--- src/hw/rtl/tpf_pkg.sv ---
// Shared types, character codes and register indexes of the text page formatter.
package tpf_pkg;

  localparam int ColW  = 16;
  localparam int LineW = 9;
  localparam int MargW = 5;
  localparam int PageW = 8;
  localparam int RunW  = 6;

  localparam logic [1:0] ACT_START = 2'd0;
  localparam logic [1:0] ACT_DATA  = 2'd1;
  localparam logic [1:0] ACT_END   = 2'd2;

  localparam logic [1:0] REG_TOP_MARGIN  = 2'd0;
  localparam logic [1:0] REG_LEFT_MARGIN = 2'd1;
  localparam logic [1:0] REG_PAGE_LINES  = 2'd2;

  localparam logic [PageW-1:0] PAGE_LINES_RESET = 8'd60;

  localparam logic [7:0] CH_EOF = 8'h1A;
  localparam logic [7:0] CH_FF  = 8'h0C;
  localparam logic [7:0] CH_CR  = 8'h0D;
  localparam logic [7:0] CH_LF  = 8'h0A;
  localparam logic [7:0] CH_TAB = 8'h09;
  localparam logic [7:0] CH_SP  = 8'h20;

  localparam logic [3:0] TAB_STOP = 4'd8;

  typedef enum logic [1:0] {
    ST_IDLE = 2'b01,
    ST_EMIT = 2'b10
  } state_t;

  // controller to datapath
  typedef struct packed {
    logic load;  // take the request, plan its output bytes, update state
    logic pop;   // move the next planned byte into the output register
  } cmd_t;

  // datapath to controller
  typedef struct packed {
    logic plan_empty;  // the offered request produces no bytes
    logic pop_last;    // the byte popped now is the last one planned
    logic slot_free;   // output register can take a byte this cycle
  } sts_t;

endpackage

--- src/hw/rtl/tpf_ctrl.sv ---
// Controller state machine: request intake and byte sequencing.
module tpf_ctrl (
  input  logic          clk,
  input  logic          rst,
  input  logic          in_valid,
  output logic          in_ready,
  input  tpf_pkg::sts_t sts,
  output tpf_pkg::cmd_t cmd
);

  tpf_pkg::state_t state;
  tpf_pkg::state_t state_next;

  assign in_ready = (state == tpf_pkg::ST_IDLE);
  assign cmd.load = in_valid && in_ready;
  assign cmd.pop  = (state == tpf_pkg::ST_EMIT) && sts.slot_free;

  always_comb begin
    state_next = state;
    case (state)
      tpf_pkg::ST_IDLE: begin
        if (cmd.load && !sts.plan_empty) state_next = tpf_pkg::ST_EMIT;
      end
      tpf_pkg::ST_EMIT: begin
        if (cmd.pop && sts.pop_last) state_next = tpf_pkg::ST_IDLE;
      end
      default: state_next = tpf_pkg::ST_IDLE;
    endcase
  end

  always_ff @(posedge clk) begin
    if (rst) begin
      state <= tpf_pkg::ST_IDLE;
    end else begin
      state <= state_next;
    end
  end

  a_plan_starts_emit: assert property (@(posedge clk) disable iff (rst)
    cmd.load && !sts.plan_empty |=> state == tpf_pkg::ST_EMIT)
    else $error("planned bytes did not start sequencing");

  a_empty_plan_idle: assert property (@(posedge clk) disable iff (rst)
    cmd.load && sts.plan_empty |=> state == tpf_pkg::ST_IDLE)
    else $error("request without bytes left the intake state");

  a_last_pop_idle: assert property (@(posedge clk) disable iff (rst)
    cmd.pop && sts.pop_last |=> state == tpf_pkg::ST_IDLE)
    else $error("sequencer did not return to intake after last byte");

  a_stall_holds: assert property (@(posedge clk) disable iff (rst)
    state == tpf_pkg::ST_EMIT && !sts.slot_free |=> state == tpf_pkg::ST_EMIT)
    else $error("sequencer left while output was stalled");

endmodule

--- src/hw/rtl/tpf_dp.sv ---
// Datapath: configuration, page state, byte plan and output register.
module tpf_dp (
  input  logic          clk,
  input  logic          rst,
  input  logic          cfg_write,
  input  logic [1:0]    cfg_index,
  input  logic [7:0]    cfg_data,
  input  logic [1:0]    action,
  input  logic [7:0]    data_byte,
  input  tpf_pkg::cmd_t cmd,
  output tpf_pkg::sts_t sts,
  output logic          out_valid,
  input  logic          out_ready,
  output logic [7:0]    out_byte,
  output logic          last
);

  logic [tpf_pkg::MargW-1:0] top_margin;
  logic [tpf_pkg::MargW-1:0] left_margin;
  logic [tpf_pkg::PageW-1:0] page_lines;

  logic [tpf_pkg::ColW-1:0]  column_count;
  logic [tpf_pkg::LineW-1:0] line_count;
  logic                      stopped;

  // planned bytes: two single bytes, then a line feed run, then a space run
  logic                      have1, have2;
  logic [7:0]                b1, b2;
  logic [tpf_pkg::MargW-1:0] lf_cnt;
  logic [tpf_pkg::RunW-1:0]  sp_cnt;

  logic                      p_have1, p_have2;
  logic [7:0]                p_b1, p_b2;
  logic [tpf_pkg::MargW-1:0] p_lf;
  logic [tpf_pkg::RunW-1:0]  p_sp;
  logic [tpf_pkg::ColW-1:0]  column_next;
  logic [tpf_pkg::LineW-1:0] line_next;
  logic                      stopped_next;
  logic [tpf_pkg::LineW-1:0] line_inc;
  logic [3:0]                tab_n;

  assign line_inc = line_count + 9'd1;
  assign tab_n    = tpf_pkg::TAB_STOP - {1'b0, column_count[2:0]};

  always_comb begin
    p_have1      = 1'b0;
    p_have2      = 1'b0;
    p_b1         = data_byte;
    p_b2         = tpf_pkg::CH_CR;
    p_lf         = '0;
    p_sp         = '0;
    column_next  = column_count;
    line_next    = line_count;
    stopped_next = stopped;
    case (action)
      tpf_pkg::ACT_START: begin
        p_have1      = 1'b1;
        p_b1         = tpf_pkg::CH_FF;
        p_have2      = 1'b1;
        p_b2         = tpf_pkg::CH_CR;
        p_lf         = top_margin;
        p_sp         = {1'b0, left_margin};
        column_next  = '0;
        line_next    = '0;
        stopped_next = 1'b0;
      end
      tpf_pkg::ACT_DATA: begin
        if (!stopped) begin
          if (data_byte == tpf_pkg::CH_CR) begin
            p_have1     = 1'b1;
            column_next = '0;
          end else if (data_byte == tpf_pkg::CH_LF) begin
            p_have1   = 1'b1;
            line_next = line_inc;
            if (line_inc > {1'b0, page_lines}) begin
              p_have2   = 1'b1;
              p_b2      = tpf_pkg::CH_FF;
              p_lf      = top_margin;
              line_next = '0;
            end
            if (column_count < {11'd0, left_margin}) begin
              p_sp = {1'b0, left_margin - column_count[tpf_pkg::MargW-1:0]};
            end
          end else if (data_byte == tpf_pkg::CH_FF) begin
            p_have1     = 1'b1;
            p_have2     = 1'b1;
            p_b2        = tpf_pkg::CH_CR;
            p_lf        = top_margin;
            p_sp        = {1'b0, left_margin};
            column_next = '0;
            line_next   = '0;
          end else if (data_byte == tpf_pkg::CH_TAB) begin
            p_sp        = {2'b00, tab_n};
            column_next = column_count + {12'd0, tab_n};
          end else if (data_byte == tpf_pkg::CH_EOF) begin
            p_have1      = 1'b1;
            stopped_next = 1'b1;
          end else begin
            p_have1     = 1'b1;
            column_next = column_count + 16'd1;
          end
        end
      end
      tpf_pkg::ACT_END: begin
        if (!stopped) begin
          p_have1      = 1'b1;
          p_b1         = tpf_pkg::CH_FF;
          p_have2      = 1'b1;
          p_b2         = tpf_pkg::CH_EOF;
          stopped_next = 1'b1;
        end
      end
      default: begin
      end
    endcase
  end

  assign sts.plan_empty = !p_have1 && !p_have2 && (p_lf == '0) && (p_sp == '0);
  assign sts.slot_free  = !out_valid || out_ready;

  logic [7:0] pop_byte;
  logic       pop_last;

  always_comb begin
    if (have1) begin
      pop_byte = b1;
      pop_last = !have2 && (lf_cnt == '0) && (sp_cnt == '0);
    end else if (have2) begin
      pop_byte = b2;
      pop_last = (lf_cnt == '0) && (sp_cnt == '0);
    end else if (lf_cnt != '0) begin
      pop_byte = tpf_pkg::CH_LF;
      pop_last = (lf_cnt == 5'd1) && (sp_cnt == '0);
    end else begin
      pop_byte = tpf_pkg::CH_SP;
      pop_last = (sp_cnt == 6'd1);
    end
  end

  assign sts.pop_last = pop_last;

  always_ff @(posedge clk) begin
    if (rst) begin
      top_margin   <= '0;
      left_margin  <= '0;
      page_lines   <= tpf_pkg::PAGE_LINES_RESET;
      column_count <= '0;
      line_count   <= '0;
      stopped      <= 1'b0;
      have1        <= 1'b0;
      have2        <= 1'b0;
      lf_cnt       <= '0;
      sp_cnt       <= '0;
      out_valid    <= 1'b0;
    end else begin
      if (cfg_write) begin
        case (cfg_index)
          tpf_pkg::REG_TOP_MARGIN:  top_margin  <= cfg_data[tpf_pkg::MargW-1:0];
          tpf_pkg::REG_LEFT_MARGIN: left_margin <= cfg_data[tpf_pkg::MargW-1:0];
          tpf_pkg::REG_PAGE_LINES:  page_lines  <= cfg_data;
          default: begin
          end
        endcase
      end
      if (cmd.load) begin
        column_count <= column_next;
        line_count   <= line_next;
        stopped      <= stopped_next;
        have1        <= p_have1;
        have2        <= p_have2;
        lf_cnt       <= p_lf;
        sp_cnt       <= p_sp;
      end else if (cmd.pop) begin
        if (have1) begin
          have1 <= 1'b0;
        end else if (have2) begin
          have2 <= 1'b0;
        end else if (lf_cnt != '0) begin
          lf_cnt <= lf_cnt - 5'd1;
        end else begin
          sp_cnt <= sp_cnt - 6'd1;
        end
      end
      if (cmd.pop) begin
        out_valid <= 1'b1;
      end else if (out_ready) begin
        out_valid <= 1'b0;
      end
    end
  end

  // planned bytes need no reset; the flags and counts above guard them
  always_ff @(posedge clk) begin
    if (cmd.load) begin
      b1 <= p_b1;
      b2 <= p_b2;
    end
    if (cmd.pop) begin
      out_byte <= pop_byte;
      last     <= pop_last;
    end
  end

endmodule

--- src/hw/rtl/text_page_formatter.sv ---
// Top level of the text page formatter: printer byte stream with margins and paging.
//
//   channel   direction  handshake            payload
//   in        sink       in_valid/in_ready    action, data_byte
//   out       source     out_valid/out_ready  out_byte, last
//   cfg       sink       cfg_write            cfg_index, cfg_data
//
// A request is taken in and planned on its handshake; its output bytes (1 to 64)
// then leave at one byte per cycle while the single output byte register is free.
// A request that gives no bytes leaves the block ready for the next one. The next
// request is taken while the previous one's last byte waits in that register.
// Synchronous reset clears the page state and loads the register defaults
// (margins 0, page length 60). Holding out_ready low freezes the sequencer.
module text_page_formatter (
  input  logic       clk,
  input  logic       rst,
  // request channel
  input  logic       in_valid,
  output logic       in_ready,
  input  logic [1:0] action,
  input  logic [7:0] data_byte,
  // result channel
  output logic       out_valid,
  input  logic       out_ready,
  output logic [7:0] out_byte,
  output logic       last,
  // register writes: 0 top margin, 1 left margin, 2 page length
  input  logic       cfg_write,
  input  logic [1:0] cfg_index,
  input  logic [7:0] cfg_data
);

  tpf_pkg::cmd_t cmd;
  tpf_pkg::sts_t sts;

  // Controller: accept a request in idle, then pop one planned byte per free
  // output slot until the plan is drained.
  tpf_ctrl u_ctrl (
    .clk      (clk),
    .rst      (rst),
    .in_valid (in_valid),
    .in_ready (in_ready),
    .sts      (sts),
    .cmd      (cmd)
  );

  // Datapath: on load, decode the request into up to two single bytes, a line
  // feed run and a space run, and update column, line and stop state; on pop,
  // drain the plan in that order into the output register.
  tpf_dp u_dp (
    .clk       (clk),
    .rst       (rst),
    .cfg_write (cfg_write),
    .cfg_index (cfg_index),
    .cfg_data  (cfg_data),
    .action    (action),
    .data_byte (data_byte),
    .cmd       (cmd),
    .sts       (sts),
    .out_valid (out_valid),
    .out_ready (out_ready),
    .out_byte  (out_byte),
    .last      (last)
  );

endmodule

--- config.mk ---
export PLATFORM = sky130hd
export DESIGN_NAME = text_page_formatter
export DESIGN_NICKNAME = d
export VERILOG_FILES = /design/src/hw/rtl/tpf_pkg.sv /design/src/hw/rtl/tpf_ctrl.sv /design/src/hw/rtl/tpf_dp.sv /design/src/hw/rtl/text_page_formatter.sv
export SDC_FILE = /design/constraint.sdc
export NUM_CORES = 1
export LEC_CHECK = 0
export BUFFER_PORTS_ARGS = -buffer_cell sky130_fd_sc_hd__clkbuf_2
export CAP_MARGIN = 20
export CORE_ASPECT_RATIO = 0.5
export CORE_MARGIN = 4
export CORE_UTILIZATION = 40
export DETAILED_ROUTE_END_ITERATION = 12
export HOLD_SLACK_MARGIN = 0.1
export PLACE_DENSITY = 0.6
export SYNTH_ARGS = -nofsm -noshare
export SYNTH_HDL_FRONTEND = slang
export SYNTH_SLANG_ARGS = --single-unit
--- constraint.sdc ---
create_clock -name clk -period 3.55 [get_ports clk]
set_clock_uncertainty 0.15 [all_clocks]
set_input_delay 0 -clock clk [delete_from_list [all_inputs] [get_ports clk]]
set_output_delay 0 -clock clk [all_outputs]
set_load 0.01 [all_outputs]
=== Word-level counts from Yosys, hierarchy flattened ===
Index checks and enable logic that the tools add are counted.

* Add/sub/neg operators: 7
* Multipliers: 0
* Div/mod/pow operators: 0
* Magnitude comparators: 2
* Equal/unequal tests: 23
* Shift-type cells: 0
* Muxes and demuxes: 80
* Bitwise logic cells: 0
* Reduce and logical (&&, ||, !) cells: 39

{| class="wikitable"
|+ Operators by type and width
! cell !! number
|-
| 16-bit 2-to-1 mux || 6
|-
| 5-bit 2-to-1 mux || 12
|-
| 6-bit 2-to-1 mux || 10
|-
| 9-bit 2-to-1 mux || 5
|-
| 8-bit 2-to-1 mux || 5
|-
| 8-bit by 4-bit equality test with 1-bit output, second input constant || 4
|-
| 16-bit one-hot mux with 2 select lines || 1
|-
| 8-bit one-hot mux with 2 select lines || 2
|-
| 1-bit 2-to-1 mux || 29
|-
| 9-bit one-hot mux with 2 select lines || 1
|-
| 16-bit by 1-bit adder with 16-bit output, second input constant || 1
|-
| 16-bit by 4-bit adder with 16-bit output || 1
|-
| 16-bit by 5-bit less-than comparator with 1-bit output || 1
|-
| 2-bit inequality test, second input constant || 7
|-
| 6-bit zero test || 2
|-
| 6-bit one-hot mux with 2 select lines || 1
|-
| 2-bit AND reduction || 6
|-
| 1-bit logical AND || 11
|-
| 5-bit zero test || 2
|-
| 5-bit one-hot mux with 2 select lines || 1
|-
| 5-bit AND reduction || 2
|-
| 9-bit by 1-bit adder with 9-bit output, second input constant || 1
|-
| 9-bit by 8-bit > comparator with 1-bit output || 1
|-
| 1-bit one-hot mux with 3 select lines || 3
|-
| other kinds (22) || 36
|}

* Register bits: 85
* Latch bits: 0
* Bits in writable memories: 0
* Memory bits (read-only): 0
* Input port bits: 25
* Output and inout port bits: 11
* Logic and storage cells: 167
* Memories: 0

=== Longest topological paths before layout ===
* Word-level depth: 15
* Depth in mapped cells: 14
* Depth with buffers taken out: 12

=== Modules after synthesis ===
Synthesis repeated with hierarchy kept, for this count alone.

* Cells, all modules: 547
* Area, all modules: 4,790.8 µm²

{| class="wikitable"
|+ Modules (own cells, without submodules)
! module !! instances !! cells an instance !! area each (µm²) !! seq. area each (µm²)
|-
| tpf_dp || 1 || 536 || 4,688.2 || 1,761.7
|-
| tpf_ctrl || 1 || 11 || 102.6 || 40.0
|}

=== Least setup slack after synthesis ===
No wires, ideal clock.

* Path kind: flip-flop to flip-flop
* Start point: register u_dp.line_count[0] in the netlist's numbering
* End point: register u_ctrl.state[1]
* Library setup time: 0.133 ns
* Arrival: 2.671 ns
* Required time: 3.267 ns
* Path slack: 0.596 ns
* Stages on the path, launching flop included: 12
* Path buffers: 0
* Period minus slack after synthesis: 2.954 ns
* Cell sequence: dfxtp_1 ha_1 nand3_1 nor2_1 xor2_1 ha_1 or4_1 a211oi_1 o21ai_0 a311o_1 o31ai_1 o31ai_1

* Word-level cells in the longest chain between the ends: 15
* Elaborated cells on any way between the ends: 21
* Classes of those cells: 1 x add/sub; 1 x order compare; 1 x eq/ne; 10 x mux; 8 x reduce/logical

{| class="wikitable"
|+ RTL lines
! item !! line !! source
|-
| start, declared || tpf_dp.sv:23 || <nowiki>logic [tpf_pkg::LineW-1:0] line_count;</nowiki>
|-
| start signal, assigned || tpf_dp.sv:167 || <nowiki>line_count <= line_next;</nowiki>
|-
| 9-bit by 1-bit adder with 9-bit output * || tpf_dp.sv:42 || <nowiki>assign line_inc = line_count + 9'd1;</nowiki>
|-
| 9-bit by 8-bit > comparator with 1-bit output * || tpf_dp.sv:75 || <nowiki>if (line_inc > {1'b0, page_lines}) begin</nowiki>
|-
| 1-bit 2-to-1 mux || tpf_dp.sv:75 ||
|-
| 1-bit 2-to-1 mux || tpf_dp.sv:72 || <nowiki>end else if (data_byte == tpf_pkg::CH_LF) begin</nowiki>
|-
| 1-bit 2-to-1 mux || tpf_dp.sv:69 || <nowiki>if (data_byte == tpf_pkg::CH_CR) begin</nowiki>
|-
| 1-bit 2-to-1 mux || tpf_dp.sv:68 || <nowiki>if (!stopped) begin</nowiki>
|-
| 1-bit one-hot mux with 3 select lines || tpf_dp.sv:55 || <nowiki>case (action)</nowiki>
|-
| 1-bit zero test || tpf_dp.sv:118 || <nowiki>assign sts.plan_empty = !p_have1 && !p_have2 && (p_lf == '0) && (p_sp == '0);</nowiki>
|-
| 1-bit logical AND || tpf_dp.sv:118 ||
|-
| 1-bit logical AND * (2 in a row) || tpf_dp.sv:118 ||
|-
| 1-bit zero test * || tpf_ctrl.sv:22 || <nowiki>if (cmd.load && !sts.plan_empty) state_next = tpf_pkg::ST_EMIT;</nowiki>
|-
| 1-bit logical AND * || tpf_ctrl.sv:22 ||
|-
| 2-bit inequality test (no line) * || -- ||
|-
| 2-bit AND reduction (no line) * || -- ||
|-
| end signal, assigned || tpf_ctrl.sv:33 || <nowiki>state <= tpf_pkg::ST_IDLE;</nowiki>
|-
| end signal, assigned || tpf_ctrl.sv:35 || <nowiki>state <= state_next;</nowiki>
|-
| end, declared || tpf_ctrl.sv:11 || <nowiki>tpf_pkg::state_t state;</nowiki>
|}

Mark *: on every way between the ends. The rest lies on a longest branch, timed or not.
A chain may end at the register's enable or synchronous reset.

=== Final worst setup path ===
* Start point: register u_dp.line_count[0] in the netlist's numbering
* End point: register u_ctrl.state[0]

The elaborated chain is that of the path after synthesis.

==> results.md <==
* Status: complete, no violations
* Final nets at 623
* Post-synth top area share at 26.33%
* Setup Viol. Count Final at 0
* CP Class: reg -> reg
* Clk buf depth at 2
* Relative slew slack at 49.30%
* CP dominant cell by count: ha_1
* DRC viols at 0
* Vias/cell at slightly above 5
* I/O pin total at 36
* GR Util met2 at 24.24%
* Grt peak-use layer: met2
* Post-route antenna net violation count at 0
* Max-cap viol count at 0
* Final hold violation count at 0
* H-tree levels at 3
* CP max FO at 5
* Worst hold path type: in -> reg
* Routability cong. at 0.8387
* Port bufs at 35
* Clock Latency Late Sink at 0.34 ns
* Die Height at approximately 84 microns
* Post-synthesis adder-cell area fraction at 8.667%
* Post-synthesis xor/xnor area fraction at 5.952%
* Flops & latches, synth at 80
* Wire per inst at 14.34 microns
* Synth async-reset ratio at 0%
* RSZ-0062 raised after global routing: no
* Period utilization at approximately nine tenths
* Worst Path Required at between 3 and 4 ns
* Antenna violations before repair at 0
* Placed instance area at slightly below 0.005 sq mm
* Peak supply drop at between 0.0002 and 0.00025 V
* CP bufs+invs at 0
* Gr ovfl total at 0
* Max Freq at 0.3131 GHz
* Initial Utilization at 41.17%
* Simple-gate area share of the yosys netlist at 23.07%
* First-pass GRT wire length at 17.51 mm
* Layout cells sized above 1 at 12.94%
* Leading cell types by count after synthesis: nor2_1 (65), dfxtp_1 (60), nand2_1 (40)
* Post-CTS setup buffer count at 0
* Top-count cell post-synth: nor2_1
* Vias in the first global route at 3,552
* Post-synthesis sequential area ratio at 39.50%
* Core ar. at 0.01108 sq mm
* Post-Syn Instances at 510
* Ranking of synthesized cells by area: dfxtp_1 (26%), edfxtp_1 (13%), ha_1 (8.2%)
* Pin count of the biggest net entering global routing at 36
* Least-Margin Pin Slew at 0.7577 ns
* Die area at about 0.013 sq mm
* Layout area overhead at 19.06%
* Worst path cell trace: ha_1 > nand3_1 > nor2_1 > xor2_1 > ha_1 > or4_1 > a211oi_1 > o21ai_1 > a311o_1 > o31ai_1 > o31a_1
* P_leak at 2.210 nW
* GR Util met3 at ~4.3%
* CP Launch Type: flop
* Post-synth EDFFs at 20
* DRT Wirelength at 10.28 mm
* Root Buffer: clkbuf_16
* Largest family of logic cells by synthesized area: simple AND/OR/NAND/NOR gates
* Crit path DAT at 3.32 ns
* Finished Cell Area at between 0.005 and 0.006 sq mm
* Yosys cell types at 64
* Clock Pin Slew Worst Setup and Hold Paths at 0.07 ns
* Prevailing post-synth register cell: dfxtp_1
* Slowest stage delay, CP at between 0.5 and 0.6 ns
* Pwr dens at approximately 400 mW/mm^2
* TNS Setup at 0 ns
* Syn_area_per_cell at 8.945 sq um
* GRT met1 Usage at 22.32%
* Die W at 159.0 microns
* TritonCTS clock tree: built
* Antenna cells at 0
* Routed vias at around 3.7k
* YS warnings at 0
* Critical path's top delay family: compound AO/OA/AOI/OAI gates
* Largest area contributor in the netlist: dfxtp_1
* Cell Area, Synth at about 0.0046 sq mm
* Cts bufs inserted at 9
* Total Routing Usage GR at 15.86%
* Crit path time final at 3.194 ns
* Hpwl dp at between 7 and 8 mm
* CP max-delay cell: or4_1
* Max-slew violation count at 0
* Post-synthesis mux area share at 3.319%
* Router iterations before antenna repair at 4
* Compound-Gate Fraction of Synth Area at 15.25%
* Critical Path End Type: flop
* Post-Syn Nets at approximately 570
* Initial DRC count at 202
* Clk sinks at 80
* Std-Cell Rows at 27
## timing repair
action / in CTS / in global routing
resized for setup: 0 / 1
endpoints found under the setup margin: 0 / 2
hold buffers: 22 / 0
hold endpoints to repair: 36 / 0
## layout make-up
type,instances,area [sq um]
Inverter,32,120.1
Fill cell,1098,5649
Tap cell,145,181.4
Multi-Input combinational cell,379,2566
Clock buffer,10,239.0
Timing Repair Buffer,65,455.4
Clock inverter,6,67.56
Sequential cell,80,1802
## path summary, 6_finish.rpt
kind / to / slack (ns) / cells past startpoint / from
max: u_ctrl.state[0] / 0.36 / 11 / u_dp.line_count[0]
min: u_dp.left_margin[2] / 0.17 / 2 / rst
max reg2reg: u_ctrl.state[0] / 0.36 / 11 / u_dp.line_count[0]
min reg2reg: u_dp.column_count[14] / 0.34 / 2 / u_dp.column_count[14]
## metrics by stage
stage	power (W)	setup WS [ns]	utilization [%]	std cells	hold WS, ns
6_report	0.002171	0.3557	49.02	717	0.1733
5_1_grt	0.002273	0.03669	49.02	717	0.2141
4_1_cts	0.002195	0.2389	49.02	717	0.1734
3_5_place_dp	0.001225	0.2819	44.26	679	0.08806
3_3_place_gp	0.001224	0.3651	44.26	679	0.08214
2_1_floorplan	0.001153	0.5965	-	510	-0.01136
## sequential cells by signal (all words and copies together), names as in the netlist
name,cells
u_dp.column_count,16
u_dp.line_count,9
u_dp.b1,8
u_dp.out_byte,8
u_dp.page_lines,8
u_dp.sp_cnt,6
u_dp.left_margin,5
u_dp.lf_cnt,5
u_dp.top_margin,5
u_dp.b2,3
u_ctrl.state,2
u_dp.have1,1
u_dp.have2,1
u_dp.last,1
u_dp.out_valid,1
u_dp.stopped,1
## power by group
part           total, W  internal (W)  switching (W)
Sequential     0.000988      0.000968      0.0000201
Combinational  0.000237     0.0000998       0.000137
Clock          0.000946      0.000567       0.000379
Total           0.00217       0.00163       0.000536
## cell families (layout without fill, tap and decap cells)
kind of cell    Yosys count  after routing
compound gates          101            101
simple gates            201            201
flops                    80             80
fa+ha+maj                31             31
buf+inv                  51            113
mux                      15             15
xor+xnor                 31             31
## cell usage in the layout, fill, tap and decap left out, types with 17 or more instances in the layout
cell	count
ha_1	30
nand2_1	40
nor2_1	65
clkbuf_2	35
a21oi_1	27
edfxtp_1	20
dfxtp_1	60
inv_1	32
xor2_1	20
dlygate4sd3_1	22
o21ai_0	17
## metal layers
layer | wire length [microns] | share of wire, %
met1 | 5298 | 52
met2 | 4359 | 42
met3 | 506 | 4.9
met4 | 118 | 1.1
met5 | 0 | 0
Power figures use the tool's default switching activity.
